[src/rtl/rat_pkg.sv]
// Shared constants, codes and types for the relay autotuner.
// No dependencies; every other file of the block imports this package.
package rat_pkg;

    // field widths
    localparam int TEMP_W     = 15;
    localparam int HYST_W     = 12;
    localparam int PER_W      = 4;
    localparam int SPAN_W     = 7;
    localparam int TIME_W     = 32;
    localparam int SUM_W      = 36;
    localparam int GAIN_W     = 32;

    // fixed point formats
    localparam int TEMP_FRAC_BITS = 4;
    localparam int GAIN_FRAC_BITS = 16;
    localparam int PI_FRAC_BITS   = 28;
    localparam int GAIN_SHIFT     = TEMP_FRAC_BITS + GAIN_FRAC_BITS + PI_FRAC_BITS;

    // serial arithmetic widths
    localparam int WIDE_W     = 128;
    localparam int MUL_A_W    = 64;
    localparam int MUL_B_W    = 36;
    localparam int MUL_CNT_W  = $clog2(MUL_B_W + 1);
    localparam int DIV_CNT_W  = $clog2(GAIN_W + 1);

    // 5 * pi in Q28
    localparam logic [31:0] PI5_Q28  = 32'd4216574285;
    localparam logic [3:0]  KP_SCALE = 4'd12;
    localparam logic [25:0] KI_SCALE = 26'd24000;
    localparam logic [14:0] KD_DEN_SCALE = 15'd2000;
    localparam logic [8:0]  KD_NUM_SCALE = 9'd3;

    // run start values of the extremes
    localparam logic signed [TEMP_W-1:0] HIGH_INIT = -15'sd16000;
    localparam logic signed [TEMP_W-1:0] LOW_INIT  = 15'sd16000;

    // configuration port
    localparam int CFG_IDX_W  = 2;
    localparam int CFG_DATA_W = 15;
    localparam logic [CFG_IDX_W-1:0] REG_TARGET = 2'd0;
    localparam logic [CFG_IDX_W-1:0] REG_HYST   = 2'd1;
    localparam logic [CFG_IDX_W-1:0] REG_PERIODS = 2'd2;
    localparam logic [CFG_IDX_W-1:0] REG_SPAN   = 2'd3;

    // item opcodes
    localparam logic OP_START  = 1'b0;
    localparam logic OP_SAMPLE = 1'b1;

    // operands handed to the gain sequencer
    typedef struct packed {
        logic [TEMP_W-1:0] diff;
        logic [SUM_W-1:0]  sum;
        logic [PER_W-1:0]  count;
        logic [SPAN_W-1:0] span;
    } gain_opnd_t;

    // status of a serial unit
    typedef struct packed {
        logic busy;
        logic done;
    } unit_stat_t;

endpackage

[src/rtl/rat_if.sv]
// Handshake interfaces for sample items and result items.
// Depends on rat_pkg for field widths.
interface rat_sample_if
    import rat_pkg::*;
();
    logic                     valid;
    logic                     ready;
    logic                     op;
    logic signed [TEMP_W-1:0] temperature;
    logic [TIME_W-1:0]        time_ms;

    modport source (output valid, op, temperature, time_ms, input ready);
    modport sink   (input valid, op, temperature, time_ms, output ready);
endinterface

interface rat_result_if
    import rat_pkg::*;
();
    logic              valid;
    logic              ready;
    logic              relay_on;
    logic [PER_W-1:0]  periods_seen;
    logic              done_res;
    logic              bad_measurement;
    logic [GAIN_W-1:0] proportional_gain;
    logic [GAIN_W-1:0] integral_gain;
    logic [GAIN_W-1:0] derivative_gain;

    modport source (output valid, relay_on, periods_seen, done_res, bad_measurement,
                    proportional_gain, integral_gain, derivative_gain, input ready);
    modport sink   (input valid, relay_on, periods_seen, done_res, bad_measurement,
                    proportional_gain, integral_gain, derivative_gain, output ready);
endinterface

[src/rtl/rat_serial_mul.sv]
// Shift-and-add multiplier, one multiplier bit per cycle.
// Depends on rat_pkg.
module rat_serial_mul
    import rat_pkg::*;
(
    input  logic               clk,
    input  logic               rst_n,
    input  logic               start,
    input  logic [MUL_A_W-1:0] a,
    input  logic [MUL_B_W-1:0] b,
    output unit_stat_t         stat,
    output logic [WIDE_W-1:0]  product
);

    logic [WIDE_W-1:0]    mcand_reg;
    logic [MUL_B_W-1:0]   mplier_reg;
    logic [WIDE_W-1:0]    acc_reg;
    logic [MUL_CNT_W-1:0] cnt_reg;
    logic                 busy_reg;
    logic                 done_reg;

    // control
    always_ff @(posedge clk or negedge rst_n)
    begin
        if (!rst_n)
        begin
            busy_reg <= 1'b0;
            done_reg <= 1'b0;
            cnt_reg  <= '0;
        end
        else
        begin
            done_reg <= 1'b0;
            if (start)
            begin
                busy_reg <= 1'b1;
                cnt_reg  <= MUL_CNT_W'(MUL_B_W);
            end
            else if (busy_reg)
            begin
                cnt_reg <= cnt_reg - 1'b1;
                if (cnt_reg == MUL_CNT_W'(1))
                begin
                    busy_reg <= 1'b0;
                    done_reg <= 1'b1;
                end
            end
        end
    end

    // datapath: multiplier shifts out LSB first
    always_ff @(posedge clk)
    begin
        if (start)
        begin
            mcand_reg  <= WIDE_W'(a);
            mplier_reg <= b;
            acc_reg    <= '0;
        end
        else if (busy_reg)
        begin
            if (mplier_reg[0])
            begin
                acc_reg <= acc_reg + mcand_reg;
            end
            mcand_reg  <= mcand_reg << 1;
            mplier_reg <= mplier_reg >> 1;
        end
    end

    assign stat.busy = busy_reg;
    assign stat.done = done_reg;
    assign product   = acc_reg;

endmodule

[src/rtl/rat_serial_div.sv]
// Restoring divider, one quotient bit per cycle, saturating to 32 bits.
// Depends on rat_pkg.
module rat_serial_div
    import rat_pkg::*;
(
    input  logic              clk,
    input  logic              rst_n,
    input  logic              start,
    input  logic [WIDE_W-1:0] num,
    input  logic [WIDE_W-1:0] den,
    output unit_stat_t        stat,
    output logic [GAIN_W-1:0] quot
);

    logic [WIDE_W-1:0]    rem_reg;
    logic [WIDE_W-1:0]    dsh_reg;
    logic [GAIN_W-1:0]    quot_reg;
    logic [DIV_CNT_W-1:0] cnt_reg;
    logic                 busy_reg;
    logic                 done_reg;
    logic                 sat;
    logic                 ge;

    // quotient would not fit in 32 bits
    assign sat = (num >= (den << GAIN_W));
    assign ge  = (rem_reg >= dsh_reg);

    // control
    always_ff @(posedge clk or negedge rst_n)
    begin
        if (!rst_n)
        begin
            busy_reg <= 1'b0;
            done_reg <= 1'b0;
            cnt_reg  <= '0;
        end
        else
        begin
            done_reg <= 1'b0;
            if (start)
            begin
                if (sat)
                begin
                    done_reg <= 1'b1;
                end
                else
                begin
                    busy_reg <= 1'b1;
                    cnt_reg  <= DIV_CNT_W'(GAIN_W);
                end
            end
            else if (busy_reg)
            begin
                cnt_reg <= cnt_reg - 1'b1;
                if (cnt_reg == DIV_CNT_W'(1))
                begin
                    busy_reg <= 1'b0;
                    done_reg <= 1'b1;
                end
            end
        end
    end

    // datapath
    always_ff @(posedge clk)
    begin
        if (start)
        begin
            rem_reg  <= num;
            dsh_reg  <= den << (GAIN_W - 1);
            quot_reg <= sat ? '1 : '0;
        end
        else if (busy_reg)
        begin
            if (ge)
            begin
                rem_reg <= rem_reg - dsh_reg;
            end
            quot_reg <= {quot_reg[GAIN_W-2:0], ge};
            dsh_reg  <= dsh_reg >> 1;
        end
    end

    assign stat.busy = busy_reg;
    assign stat.done = done_reg;
    assign quot      = quot_reg;

endmodule

[src/rtl/rat_gain_seq.sv]
// Sequencer for the Ziegler-Nichols gains: four serial products, three divisions.
// Depends on rat_pkg, rat_serial_mul and rat_serial_div.
module rat_gain_seq
    import rat_pkg::*;
(
    input  logic              clk,
    input  logic              rst_n,
    input  logic              start,
    input  gain_opnd_t        opnd,
    output unit_stat_t        stat,
    output logic [GAIN_W-1:0] kp,
    output logic [GAIN_W-1:0] ki,
    output logic [GAIN_W-1:0] kd
);

    localparam logic [2:0] SQ_IDLE = 3'd0;
    localparam logic [2:0] SQ_DEN0 = 3'd1;
    localparam logic [2:0] SQ_DEN1 = 3'd2;
    localparam logic [2:0] SQ_DEN2 = 3'd3;
    localparam logic [2:0] SQ_NUM2 = 3'd4;
    localparam logic [2:0] SQ_KP   = 3'd5;
    localparam logic [2:0] SQ_KI   = 3'd6;
    localparam logic [2:0] SQ_KD   = 3'd7;

    logic [2:0]         state_reg;
    logic               launch_reg;
    logic               done_reg;
    gain_opnd_t         opnd_reg;
    logic [10:0]        spn_reg;
    logic [MUL_A_W-1:0] den0_reg;
    logic [WIDE_W-1:0]  den1_reg;
    logic [MUL_A_W-1:0] den2_reg;
    logic [MUL_A_W-1:0] num2m_reg;
    logic [GAIN_W-1:0]  kp_reg;
    logic [GAIN_W-1:0]  ki_reg;
    logic [GAIN_W-1:0]  kd_reg;

    logic               is_mul;
    logic               mul_start;
    logic               div_start;
    logic [MUL_A_W-1:0] mul_a;
    logic [MUL_B_W-1:0] mul_b;
    logic [WIDE_W-1:0]  div_num;
    logic [WIDE_W-1:0]  div_den;
    unit_stat_t         mul_stat;
    unit_stat_t         div_stat;
    logic [WIDE_W-1:0]  product;
    logic [GAIN_W-1:0]  quot;
    logic               step_done;

    // operand selection per step
    always_comb
    begin
        is_mul  = 1'b0;
        mul_a   = '0;
        mul_b   = '0;
        div_num = '0;
        div_den = '0;
        unique case (state_reg)
            SQ_DEN0:
            begin
                is_mul = 1'b1;
                mul_a  = MUL_A_W'(PI5_Q28);
                mul_b  = MUL_B_W'(opnd_reg.diff);
            end
            SQ_DEN1:
            begin
                is_mul = 1'b1;
                mul_a  = den0_reg;
                mul_b  = opnd_reg.sum;
            end
            SQ_DEN2:
            begin
                is_mul = 1'b1;
                mul_a  = den0_reg;
                mul_b  = MUL_B_W'(15'(opnd_reg.count) * KD_DEN_SCALE);
            end
            SQ_NUM2:
            begin
                is_mul = 1'b1;
                mul_a  = MUL_A_W'(opnd_reg.sum);
                mul_b  = MUL_B_W'(9'(opnd_reg.span) * KD_NUM_SCALE);
            end
            SQ_KP:
            begin
                div_num = WIDE_W'(11'(opnd_reg.span) * 11'(KP_SCALE)) << GAIN_SHIFT;
                div_den = WIDE_W'(den0_reg);
            end
            SQ_KI:
            begin
                div_num = WIDE_W'(26'(spn_reg) * KI_SCALE) << GAIN_SHIFT;
                div_den = den1_reg;
            end
            SQ_KD:
            begin
                div_num = WIDE_W'(num2m_reg) << GAIN_SHIFT;
                div_den = WIDE_W'(den2_reg);
            end
            default:
            begin
                is_mul = 1'b0;
            end
        endcase
    end

    assign mul_start = launch_reg && is_mul;
    assign div_start = launch_reg && !is_mul && (state_reg != SQ_IDLE);
    assign step_done = !launch_reg && (is_mul ? mul_stat.done : div_stat.done);

    rat_serial_mul u_mul (
        .clk     (clk),
        .rst_n   (rst_n),
        .start   (mul_start),
        .a       (mul_a),
        .b       (mul_b),
        .stat    (mul_stat),
        .product (product)
    );

    rat_serial_div u_div (
        .clk   (clk),
        .rst_n (rst_n),
        .start (div_start),
        .num   (div_num),
        .den   (div_den),
        .stat  (div_stat),
        .quot  (quot)
    );

    // step control
    always_ff @(posedge clk or negedge rst_n)
    begin
        if (!rst_n)
        begin
            state_reg  <= SQ_IDLE;
            launch_reg <= 1'b0;
            done_reg   <= 1'b0;
        end
        else
        begin
            done_reg   <= 1'b0;
            launch_reg <= 1'b0;
            if (state_reg == SQ_IDLE)
            begin
                if (start)
                begin
                    state_reg  <= SQ_DEN0;
                    launch_reg <= 1'b1;
                end
            end
            else if (step_done)
            begin
                if (state_reg == SQ_KD)
                begin
                    state_reg <= SQ_IDLE;
                    done_reg  <= 1'b1;
                end
                else
                begin
                    state_reg  <= state_reg + 1'b1;
                    launch_reg <= 1'b1;
                end
            end
        end
    end

    // captured operands and intermediate results
    always_ff @(posedge clk)
    begin
        if (state_reg == SQ_IDLE && start)
        begin
            opnd_reg <= opnd;
            spn_reg  <= 11'(opnd.span) * 11'(opnd.count);
        end
        if (step_done)
        begin
            unique case (state_reg)
                SQ_DEN0: den0_reg  <= product[MUL_A_W-1:0];
                SQ_DEN1: den1_reg  <= product;
                SQ_DEN2: den2_reg  <= product[MUL_A_W-1:0];
                SQ_NUM2: num2m_reg <= product[MUL_A_W-1:0];
                SQ_KP:   kp_reg    <= quot;
                SQ_KI:   ki_reg    <= quot;
                SQ_KD:   kd_reg    <= quot;
                default: ;
            endcase
        end
    end

    assign stat.busy = (state_reg != SQ_IDLE);
    assign stat.done = done_reg;
    assign kp = kp_reg;
    assign ki = ki_reg;
    assign kd = kd_reg;

endmodule

[src/rtl/relay_autotune_pid_gains_core.sv]
// Top level of the relay-feedback autotuner with classic PID gain calculation.
// Depends on rat_pkg, rat_if and rat_gain_seq.
//
// A start item (op 0) arms a run; each sample item (op 1) updates the extremes,
// the relay and the period measurement, and every item returns one result item
// showing the state after it. Start items, ignored samples and ordinary samples
// go from the accepting state to the emit state, which loads the result register
// once the last result is taken; no new item is accepted until then. The sample
// that completes the run first passes the calculation state, where the gain
// sequencer runs four shift-and-add products of 36 steps each and three restoring
// divisions of 32 steps each, one bit per cycle. A bad measurement skips the
// sequencer. A result may wait in its register while the next item is accepted.
module relay_autotune_pid_gains_core
    import rat_pkg::*;
(
    input  logic                  clk,
    input  logic                  rst_n,
    rat_sample_if.sink            sample_ch,
    rat_result_if.source          result_ch,
    input  logic                  cfg_we,
    input  logic [CFG_IDX_W-1:0]  cfg_index,
    input  logic [CFG_DATA_W-1:0] cfg_data
);

    localparam logic [1:0] ST_IDLE = 2'd0;
    localparam logic [1:0] ST_CALC = 2'd1;
    localparam logic [1:0] ST_EMIT = 2'd2;

    // configuration
    logic signed [TEMP_W-1:0] target_reg;
    logic [HYST_W-1:0]        hyst_reg;
    logic [PER_W-1:0]         req_reg;
    logic [SPAN_W-1:0]        span_reg;

    // run state
    logic [1:0]               state_reg;
    logic                     relay_reg,    relay_next;
    logic                     running_reg,  running_next;
    logic                     finished_reg, finished_next;
    logic [PER_W-1:0]         count_reg,    count_next;
    logic [SUM_W-1:0]         sum_reg,      sum_next;
    logic [TIME_W-1:0]        last_on_reg,  last_on_next;
    logic                     on_valid_reg, on_valid_next;
    logic signed [TEMP_W-1:0] high_reg,     high_next;
    logic signed [TEMP_W-1:0] low_reg,      low_next;
    logic                     error_reg,    error_next;
    logic [GAIN_W-1:0]        kp_reg, ki_reg, kd_reg;
    logic                     out_valid_reg;

    logic                     accept;
    logic                     finish;
    logic                     bad;
    logic                     seq_start;
    logic signed [16:0]       t_x;
    logic signed [16:0]       on_thr;
    logic signed [16:0]       off_thr;
    logic signed [15:0]       diff;
    logic [TIME_W-1:0]        interval;
    gain_opnd_t               opnd;
    unit_stat_t               seq_stat;
    logic [GAIN_W-1:0]        seq_kp, seq_ki, seq_kd;

    assign sample_ch.ready = (state_reg == ST_IDLE);
    assign accept = sample_ch.valid && sample_ch.ready;

    // thresholds around the setpoint
    assign t_x     = 17'(sample_ch.temperature);
    assign on_thr  = 17'(target_reg) - $signed({5'b0, hyst_reg});
    assign off_thr = 17'(target_reg) + $signed({5'b0, hyst_reg});
    assign interval = sample_ch.time_ms - last_on_reg;

    // effect of one item on the run state
    always_comb
    begin
        relay_next    = relay_reg;
        running_next  = running_reg;
        finished_next = finished_reg;
        count_next    = count_reg;
        sum_next      = sum_reg;
        last_on_next  = last_on_reg;
        on_valid_next = on_valid_reg;
        high_next     = high_reg;
        low_next      = low_reg;
        error_next    = error_reg;
        finish        = 1'b0;
        if (sample_ch.op == OP_START)
        begin
            relay_next    = 1'b0;
            running_next  = 1'b1;
            finished_next = 1'b0;
            count_next    = '0;
            sum_next      = '0;
            last_on_next  = '0;
            on_valid_next = 1'b0;
            high_next     = HIGH_INIT;
            low_next      = LOW_INIT;
            error_next    = 1'b0;
        end
        else if (running_reg)
        begin
            if (sample_ch.temperature > high_reg)
            begin
                high_next = sample_ch.temperature;
            end
            if (sample_ch.temperature < low_reg)
            begin
                low_next = sample_ch.temperature;
            end
            if (!relay_reg && t_x < on_thr)
            begin
                relay_next = 1'b1;
                if (on_valid_reg)
                begin
                    sum_next   = sum_reg + SUM_W'(interval);
                    count_next = count_reg + 1'b1;
                end
                last_on_next  = sample_ch.time_ms;
                on_valid_next = 1'b1;
            end
            else if (relay_reg && t_x > off_thr)
            begin
                relay_next = 1'b0;
            end
            if (count_next >= req_reg)
            begin
                relay_next    = 1'b0;
                running_next  = 1'b0;
                finished_next = 1'b1;
                finish        = 1'b1;
            end
        end
    end

    // measurement check
    assign diff = 16'(high_next) - 16'(low_next);
    assign bad  = (diff <= 16'sd0) || (sum_next == '0) || (count_next == '0);
    assign seq_start = accept && finish && !bad;

    assign opnd.diff  = diff[TEMP_W-1:0];
    assign opnd.sum   = sum_next;
    assign opnd.count = count_next;
    assign opnd.span  = span_reg;

    rat_gain_seq u_seq (
        .clk   (clk),
        .rst_n (rst_n),
        .start (seq_start),
        .opnd  (opnd),
        .stat  (seq_stat),
        .kp    (seq_kp),
        .ki    (seq_ki),
        .kd    (seq_kd)
    );

    // configuration writes
    always_ff @(posedge clk or negedge rst_n)
    begin
        if (!rst_n)
        begin
            target_reg <= '0;
            hyst_reg   <= HYST_W'(8);
            req_reg    <= PER_W'(5);
            span_reg   <= SPAN_W'(100);
        end
        else if (cfg_we)
        begin
            unique case (cfg_index)
                REG_TARGET:  target_reg <= cfg_data[TEMP_W-1:0];
                REG_HYST:    hyst_reg   <= cfg_data[HYST_W-1:0];
                REG_PERIODS: req_reg    <= cfg_data[PER_W-1:0];
                REG_SPAN:    span_reg   <= cfg_data[SPAN_W-1:0];
                default:     ;
            endcase
        end
    end

    // run state and item sequencing
    always_ff @(posedge clk or negedge rst_n)
    begin
        if (!rst_n)
        begin
            state_reg     <= ST_IDLE;
            relay_reg     <= 1'b0;
            running_reg   <= 1'b0;
            finished_reg  <= 1'b0;
            count_reg     <= '0;
            sum_reg       <= '0;
            last_on_reg   <= '0;
            on_valid_reg  <= 1'b0;
            high_reg      <= HIGH_INIT;
            low_reg       <= LOW_INIT;
            error_reg     <= 1'b0;
            kp_reg        <= '0;
            ki_reg        <= '0;
            kd_reg        <= '0;
            out_valid_reg <= 1'b0;
        end
        else
        begin
            // result valid: set on load, cleared when taken
            if (state_reg == ST_EMIT && (!out_valid_reg || result_ch.ready))
            begin
                out_valid_reg <= 1'b1;
            end
            else if (result_ch.ready)
            begin
                out_valid_reg <= 1'b0;
            end
            unique case (state_reg)
                ST_IDLE:
                begin
                    if (accept)
                    begin
                        relay_reg    <= relay_next;
                        running_reg  <= running_next;
                        finished_reg <= finished_next;
                        count_reg    <= count_next;
                        sum_reg      <= sum_next;
                        last_on_reg  <= last_on_next;
                        on_valid_reg <= on_valid_next;
                        high_reg     <= high_next;
                        low_reg      <= low_next;
                        error_reg    <= (finish && bad) ? 1'b1 : error_next;
                        if (sample_ch.op == OP_START)
                        begin
                            kp_reg <= '0;
                            ki_reg <= '0;
                            kd_reg <= '0;
                        end
                        else if (finish && bad)
                        begin
                            kp_reg <= '1;
                            ki_reg <= '1;
                            kd_reg <= '1;
                        end
                        state_reg <= (finish && !bad) ? ST_CALC : ST_EMIT;
                    end
                end
                ST_CALC:
                begin
                    if (seq_stat.done)
                    begin
                        kp_reg    <= seq_kp;
                        ki_reg    <= seq_ki;
                        kd_reg    <= seq_kd;
                        error_reg <= 1'b0;
                        state_reg <= ST_EMIT;
                    end
                end
                ST_EMIT:
                begin
                    if (!out_valid_reg || result_ch.ready)
                    begin
                        state_reg <= ST_IDLE;
                    end
                end
                default:
                begin
                    state_reg <= ST_IDLE;
                end
            endcase
        end
    end

    // result register
    always_ff @(posedge clk)
    begin
        if (state_reg == ST_EMIT && (!out_valid_reg || result_ch.ready))
        begin
            result_ch.relay_on          <= relay_reg;
            result_ch.periods_seen      <= count_reg;
            result_ch.done_res          <= finished_reg;
            result_ch.bad_measurement   <= error_reg;
            result_ch.proportional_gain <= kp_reg;
            result_ch.integral_gain     <= ki_reg;
            result_ch.derivative_gain   <= kd_reg;
        end
    end

    assign result_ch.valid = out_valid_reg;

endmodule

[src/flat_wrapper.sv]
// flat-port wrapper written by rule: the top's interface ports become plain ports
module relay_autotune_pid_gains_core_flat import rat_pkg::*;
  (clk, rst_n, cfg_we, cfg_index, cfg_data, sample_ch_valid, sample_ch_op, sample_ch_temperature, sample_ch_time_ms, sample_ch_ready, result_ch_valid, result_ch_relay_on, result_ch_periods_seen, result_ch_done_res, result_ch_bad_measurement, result_ch_proportional_gain, result_ch_integral_gain, result_ch_derivative_gain, result_ch_ready);
  rat_sample_if sample_ch_i ();
  rat_result_if result_ch_i ();
  input  logic clk;
  input  logic rst_n;
  input  logic cfg_we;
  input  logic [CFG_IDX_W-1:0] cfg_index;
  input  logic [CFG_DATA_W-1:0] cfg_data;
  input wire logic [$bits(sample_ch_i.valid)-1:0] sample_ch_valid;
  input wire logic [$bits(sample_ch_i.op)-1:0] sample_ch_op;
  input wire logic [$bits(sample_ch_i.temperature)-1:0] sample_ch_temperature;
  input wire logic [$bits(sample_ch_i.time_ms)-1:0] sample_ch_time_ms;
  output wire logic [$bits(sample_ch_i.ready)-1:0] sample_ch_ready;
  output wire logic [$bits(result_ch_i.valid)-1:0] result_ch_valid;
  output wire logic [$bits(result_ch_i.relay_on)-1:0] result_ch_relay_on;
  output wire logic [$bits(result_ch_i.periods_seen)-1:0] result_ch_periods_seen;
  output wire logic [$bits(result_ch_i.done_res)-1:0] result_ch_done_res;
  output wire logic [$bits(result_ch_i.bad_measurement)-1:0] result_ch_bad_measurement;
  output wire logic [$bits(result_ch_i.proportional_gain)-1:0] result_ch_proportional_gain;
  output wire logic [$bits(result_ch_i.integral_gain)-1:0] result_ch_integral_gain;
  output wire logic [$bits(result_ch_i.derivative_gain)-1:0] result_ch_derivative_gain;
  input wire logic [$bits(result_ch_i.ready)-1:0] result_ch_ready;
  assign sample_ch_i.valid = sample_ch_valid;
  assign sample_ch_i.op = sample_ch_op;
  assign sample_ch_i.temperature = sample_ch_temperature;
  assign sample_ch_i.time_ms = sample_ch_time_ms;
  assign sample_ch_ready = sample_ch_i.ready;
  assign result_ch_valid = result_ch_i.valid;
  assign result_ch_relay_on = result_ch_i.relay_on;
  assign result_ch_periods_seen = result_ch_i.periods_seen;
  assign result_ch_done_res = result_ch_i.done_res;
  assign result_ch_bad_measurement = result_ch_i.bad_measurement;
  assign result_ch_proportional_gain = result_ch_i.proportional_gain;
  assign result_ch_integral_gain = result_ch_i.integral_gain;
  assign result_ch_derivative_gain = result_ch_i.derivative_gain;
  assign result_ch_i.ready = result_ch_ready;
  relay_autotune_pid_gains_core u_core (.clk(clk), .rst_n(rst_n), .sample_ch(sample_ch_i), .result_ch(result_ch_i), .cfg_we(cfg_we), .cfg_index(cfg_index), .cfg_data(cfg_data));
endmodule
[config.mk]
export PLATFORM = sky130hd
export DESIGN_NAME = relay_autotune_pid_gains_core_flat
export DESIGN_NICKNAME = d
export VERILOG_FILES = /design/src/rtl/rat_pkg.sv /design/src/rtl/rat_if.sv /design/src/rtl/rat_serial_mul.sv /design/src/rtl/rat_serial_div.sv /design/src/rtl/rat_gain_seq.sv /design/src/rtl/relay_autotune_pid_gains_core.sv /design/src/flat_wrapper.sv
export SDC_FILE = /design/constraint.sdc
export NUM_CORES = 2
export LEC_CHECK = 0
export ABC_AREA = 1
export BUFFER_PORTS_ARGS = -buffer_cell sky130_fd_sc_hd__buf_2
export CAP_MARGIN = 20
export CELL_PAD_IN_SITES_DETAIL_PLACEMENT = 1
export CELL_PAD_IN_SITES_GLOBAL_PLACEMENT = 1
export CORE_ASPECT_RATIO = 0.75
export CORE_UTILIZATION = 48
export DETAILED_ROUTE_END_ITERATION = 10
export PLACE_DENSITY = 0.83
export SLEW_MARGIN = 20
export SYNTH_ARGS = -nofsm -noshare
export SYNTH_HDL_FRONTEND = slang
export SYNTH_HIERARCHICAL = 1
export SYNTH_SLANG_ARGS = --single-unit
[constraint.sdc]
create_clock -name clk -period 10.1 [get_ports clk]
set_input_delay 2.02 -clock clk [delete_from_list [all_inputs] [get_ports clk]]
set_output_delay 2.02 -clock clk [all_outputs]
set_load 0.03 [all_outputs]
* After elaboration in Yosys (flattened, before gate mapping)
Index checks and enable logic that the tools add are counted.
Word-level totals: register bits 1406, output and inout port bits 105, input bits 70, logic and storage cells 264
Operators by class: order comparisons 8, reductions and logical operators 56, mux-type cells 105, add/subtract/negate cells 11, equal/unequal tests 24, multipliers 5
Operators by type and width (count):
- two-way mux 128 bit | 5
- two-way mux 32 bit | 12
- one-hot mux 112 bit (3 select lines) | 1
- one-hot mux 97 bit (3 select lines) | 1
- two-way mux 36 bit | 6
- one-hot mux 32 bit (2 select lines) | 3
- one-hot mux 64 bit (3 select lines) | 1
- one-hot mux 36 bit (4 select lines) | 1
- adder 128 bit | 1
- >= comparator 112 x 128 -> 1 bit | 1
- >= comparator 128 bit | 1
- two-way mux 64 bit | 2
- subtractor 128 bit | 1
- two-way mux 15 bit | 6
- two-way mux 1 bit | 46
- adder 36 x 32 -> 36 bit | 1
- zero test 36 bit | 1
- AND reduction 2 bit | 16
- subtractor 32 bit | 1
- two-way mux 6 bit | 5
- two-way mux 4 bit | 6
- multiplier 11 x 9 -> 20 bit, second input constant | 1
- multiplier 7 x 2 -> 9 bit, second input constant | 2
- adder 15 x 13 -> 16 bit | 1
- other kinds (39) | 87

* Longest topological paths before layout
depth in word-level cells 15, depth in mapped cells 44, depth with buffers taken out 43

* By module
Netlist, hierarchy kept.
By module, submodules not included:
- rat_serial_div | area an instance 28559.9 um^2, times used 1, cells an instance 4625
- rat_serial_mul | area an instance 25370.6 um^2, times used 1, cells an instance 4447
- rat_gain_seq | area an instance 22566.6 um^2, times used 1, cells an instance 1867
- relay_autotune_pid_gains_core | area an instance 22044.9 um^2, times used 1, cells an instance 2858

* Worst setup path after synthesis
No wires, ideal clock.
path type flip-flop to flip-flop, start point register u_core.u_seq.state_reg[0], end point register u_core.u_seq.u_div.rem_reg[0], enable pin, library setup time 658 ps, stages on the path, launching flop included 12, arrival 7945 ps, buffers on the path 2, slack 1496 ps, data required time 9442 ps, path through dfrtp_1 -> inv_1 -> ha_1 -> nand2_4 -> nand4_2 -> nor3_1 -> buf_2 -> inv_1 -> buf_2 -> o21ai_0 -> nor2_1 -> a21oi_1
Between the ends: cells in the longest elaborated chain, start to end 8, elaborated cells between the ends (all ways) 13, those cells by class eq/ne: 4; mux: 1; reduce/logical: 8
Ends and longest elaborated chain:
- from (decl) | line rat_gain_seq.sv:25 | logic [2:0] state_reg;
- from (signal assigned) | line rat_gain_seq.sv:160 | state_reg <= state_reg + 1'b1;
- == test 3 bit, or another cell as far along | line rat_gain_seq.sv:59 | unique case (state_reg)
- OR reduction 4 bit (no source line)
- two-way mux 1 bit | line rat_gain_seq.sv:59
- zero test 1 bit | line rat_gain_seq.sv:107 | assign div_start = launch_reg && !is_mul && (state_reg != SQ_IDLE);
- logical AND 1 bit | line rat_gain_seq.sv:107
- logical AND 1 bit * | line rat_gain_seq.sv:107
- named net u_core.u_seq.div_start | line rat_gain_seq.sv:40 | logic div_start;
- nonzero test 2 bit (no source line)
- AND reduction 2 bit (no source line) *
- to (signal assigned) | line rat_serial_div.sv:69 | rem_reg <= num;
- to (signal assigned) | line rat_serial_div.sv:77 | rem_reg <= rem_reg - dsh_reg;
- to (decl) | line rat_serial_div.sv:15 | logic [WIDE_W-1:0] rem_reg;
The timed path passes the listed nets; every way through them passes the cells marked *. A chain may end at the register's enable or synchronous reset.

* Worst setup path in the final report
start point input sample_ch_time_ms[0], end point register u_core/u_seq/opnd_reg[37] (netlist name), enable pin
Between the ends: cells in the longest elaborated chain, start to end 12
Ends and longest elaborated chain:
- from (decl) | line flat_wrapper.sv:14 | input wire logic [$bits(sample_ch_i.time_ms)-1:0] sample_ch_time_ms;
- subtractor 32 bit | line relay_autotune_pid_gains_core.sv:70 | assign interval = sample_ch.time_ms - last_on_reg;
- adder 36 x 32 -> 36 bit | line relay_autotune_pid_gains_core.sv:114 | sum_next = sum_reg + SUM_W'(interval);
- two-way mux 36 bit | line relay_autotune_pid_gains_core.sv:112 | if (on_valid_reg)
- two-way mux 36 bit | line relay_autotune_pid_gains_core.sv:109 | if (!relay_reg && t_x < on_thr)
- two-way mux 36 bit | line relay_autotune_pid_gains_core.sv:99 | else if (running_reg)
- two-way mux 36 bit | line relay_autotune_pid_gains_core.sv:86 | if (sample_ch.op == OP_START)
- zero test 36 bit | line relay_autotune_pid_gains_core.sv:136 | assign bad = (diff <= 16'sd0) || (sum_next == '0) || (count_next == '0);
- logical OR 1 bit (2 in a row) | line relay_autotune_pid_gains_core.sv:136
- zero test 1 bit | line relay_autotune_pid_gains_core.sv:137 | assign seq_start = accept && finish && !bad;
- logical AND 1 bit | line relay_autotune_pid_gains_core.sv:137
- named net u_core.seq_start | line relay_autotune_pid_gains_core.sv:53 | logic seq_start;
- logical AND 1 bit | line rat_gain_seq.sv:170 | if (state_reg == SQ_IDLE && start)
- to (signal assigned) | line rat_gain_seq.sv:172 | opnd_reg <= opnd;
- to (decl) | line rat_gain_seq.sv:28 | gain_opnd_t opnd_reg;
The timed path passes the listed nets, and every way through them passes these cells.

==> impl_metrics.toml <==
[cts]
hold_buffers = 0
cts_buffer_depth = 3
numCtsBuffers = 143
clk_pin_slew_ns = 0.07
h-tree-depth = 4
ctsResizeCount = 0
cts_tree = "yes"
clock-root-buffer = "clkbuf_16"
cts.sinks = 1344
cts_setup_buffers = 0
clk_latency_ns = 0.82

[die]
ioPinCount = 175
die_x_um = 506
die_area_mm2 = 0.192
initial_utilization_pct = 48.4
core_mm2 = 0.189
die_h_um = 380
placement_rows = 138

[placed_design]
io_buffer_count = 174
dp_hpwl_um = 278000
placed_area_mm2 = 0.0954
gp_congestion = 1.03

[worst_setup_path]
end_kind = "register"
slowest_stage = "o21ai_0"
cp_num_buf_inv = 5
cp_top_family = "simple AND/OR/NAND/NOR gates"
crit_top_cell = "nand2_1"
startpoint_type = "input port"
critPathLaunch = "sample_ch_time_ms[0]"
r2r_slack_ns = 1.81
worstPathArrival_ns = 8.80
worstSetupPathType = "in -> reg"
r2r_start = "u_core/target_reg[2]"
cpPeakStageDelay_ns = 0.54
worstPathRequired_ns = 10.55
cp_max_fo = 28

[logic_synthesis]
yosys_warnings = 6
syn_avg_cell_area_um2 = 7.27
syn-cell-area_mm2 = 0.0915
synthCells = 12586

[final_layout]
nets = 13541
most-common-layout-cells = "nand2_1 (4502), inv_1 (2533), edfxtp_1 (918)"
area_delta_synth_final_pct = 9.67
design_area_mm2 = 0.100
final_common_cell = "nand2_1"
drive_gt1_share_pct = 6.60

[power]
p_int_uw = 19100
p_switching_uw = 22400
vdd_drop_max_v = 0.000273
seq_power_share_pct = 25.8
power_density_mw_per_mm2 = 415
p_leak_uw = 0.0516
p_sw_share_pct = 54.0
p_comb_share_pct = 60.8
clkPwrFrac_pct = 13.4

[sta]
fin_skew_ns = 0.0371
rsz0062_at_grt = "false"
finalSetupViolCount = 0
worst_pin_slew_ns = 1.13
final.setup.tns_ns = 0
hold_viol = 0
fmax_mhz = 120
fin_crit_ns = 8.35
slew_headroom_pct = 24.1
slew_violations = 0
finalCritPeriodShare_pct = 82.7

[global_routing]
grt_pass1_wl_um = 529000
grt_pass1_vias = 86844
overflow = 0
track_usage_pct = 36.2
grt_start_max_net_pins = 115
antenna_found_initial = 13

[worst_hold_path]
min_path_type = "reg -> reg"
worstHoldStart = "u_core/kd_reg[13]"

[drt]
drtPass1Iterations = 5
drc_errors = 0
drt_iter0_markers = 8305
route.vias.total = 84707
ant_nets = 0
wirelength_um = 352000
vias_per_cell = 5.48
route.detailed.wl_per_inst_um = 22.8

[job]
cap_violations = 0

[outcome]
status = "finished, final reports clean"
-- metal layers --
layer / vias to the layer above / global-route usage [%] / part of all wire [%]
met2: 3109 / 54.0 / 42
met5: - / 0 / 0.0085
met3: 514 / 8.05 / 9.4
met4: 6 / 9.72 / 2.8
met1: 41710 / 52.5 / 45
li1: 39368 / - / -
-- power groups by stage --
stage	sequential [uW]	combinational (uW)	clock (uW)
finish	10700	25300	5590
global route	10800	27500	5850
CTS	10600	24700	5660
detailed placement	10700	24400	0
global placement	10600	23500	0
floorplan	10400	15900	0
-- cell type report --
cell class	count	area, um^2
timing repair buffer	234	1420
clock buffer	185	3890
fill	24203	88600
antenna	3	7.51
clock inverter	81	968
inverter	2606	9800
tap	2520	3150
sequential	1344	37400
multi-input combinational	8476	43600
-- per-stage QoR --
stage / total power [uW] / setup slack, ns / utilization (%) / cells / hold slack [ns]
after CTS: 41000 / 1.96 / 53.1 / 15445 / 0.446
after floorplan: 26300 / 1.50 / - / 12713 / 0.425
after global placement: 34100 / 1.45 / 50.5 / 15177 / 0.430
final: 41600 / 1.75 / 53.1 / 15449 / 0.448
after global routing: 44200 / 1.17 / 53.1 / 15446 / 0.460
after detailed placement: 35100 / 1.16 / 50.5 / 15179 / 0.436
-- final timing paths --
check / to / cells after the start
hold reg to reg: u_core/result_ch.derivative_gain[13] / 0
min in group asynchronous: u_core/last_on_reg[25] / 1
hold / removal: u_core/result_ch.derivative_gain[13] / 0
setup reg to reg: u_core/u_seq/spn_reg[10] / 34
max in group asynchronous: u_core/u_seq/u_div/cnt_reg[3] / 3
setup / recovery: u_core/u_seq/opnd_reg[37] / 37
Note: power is estimated with default switching activity, not from simulation.
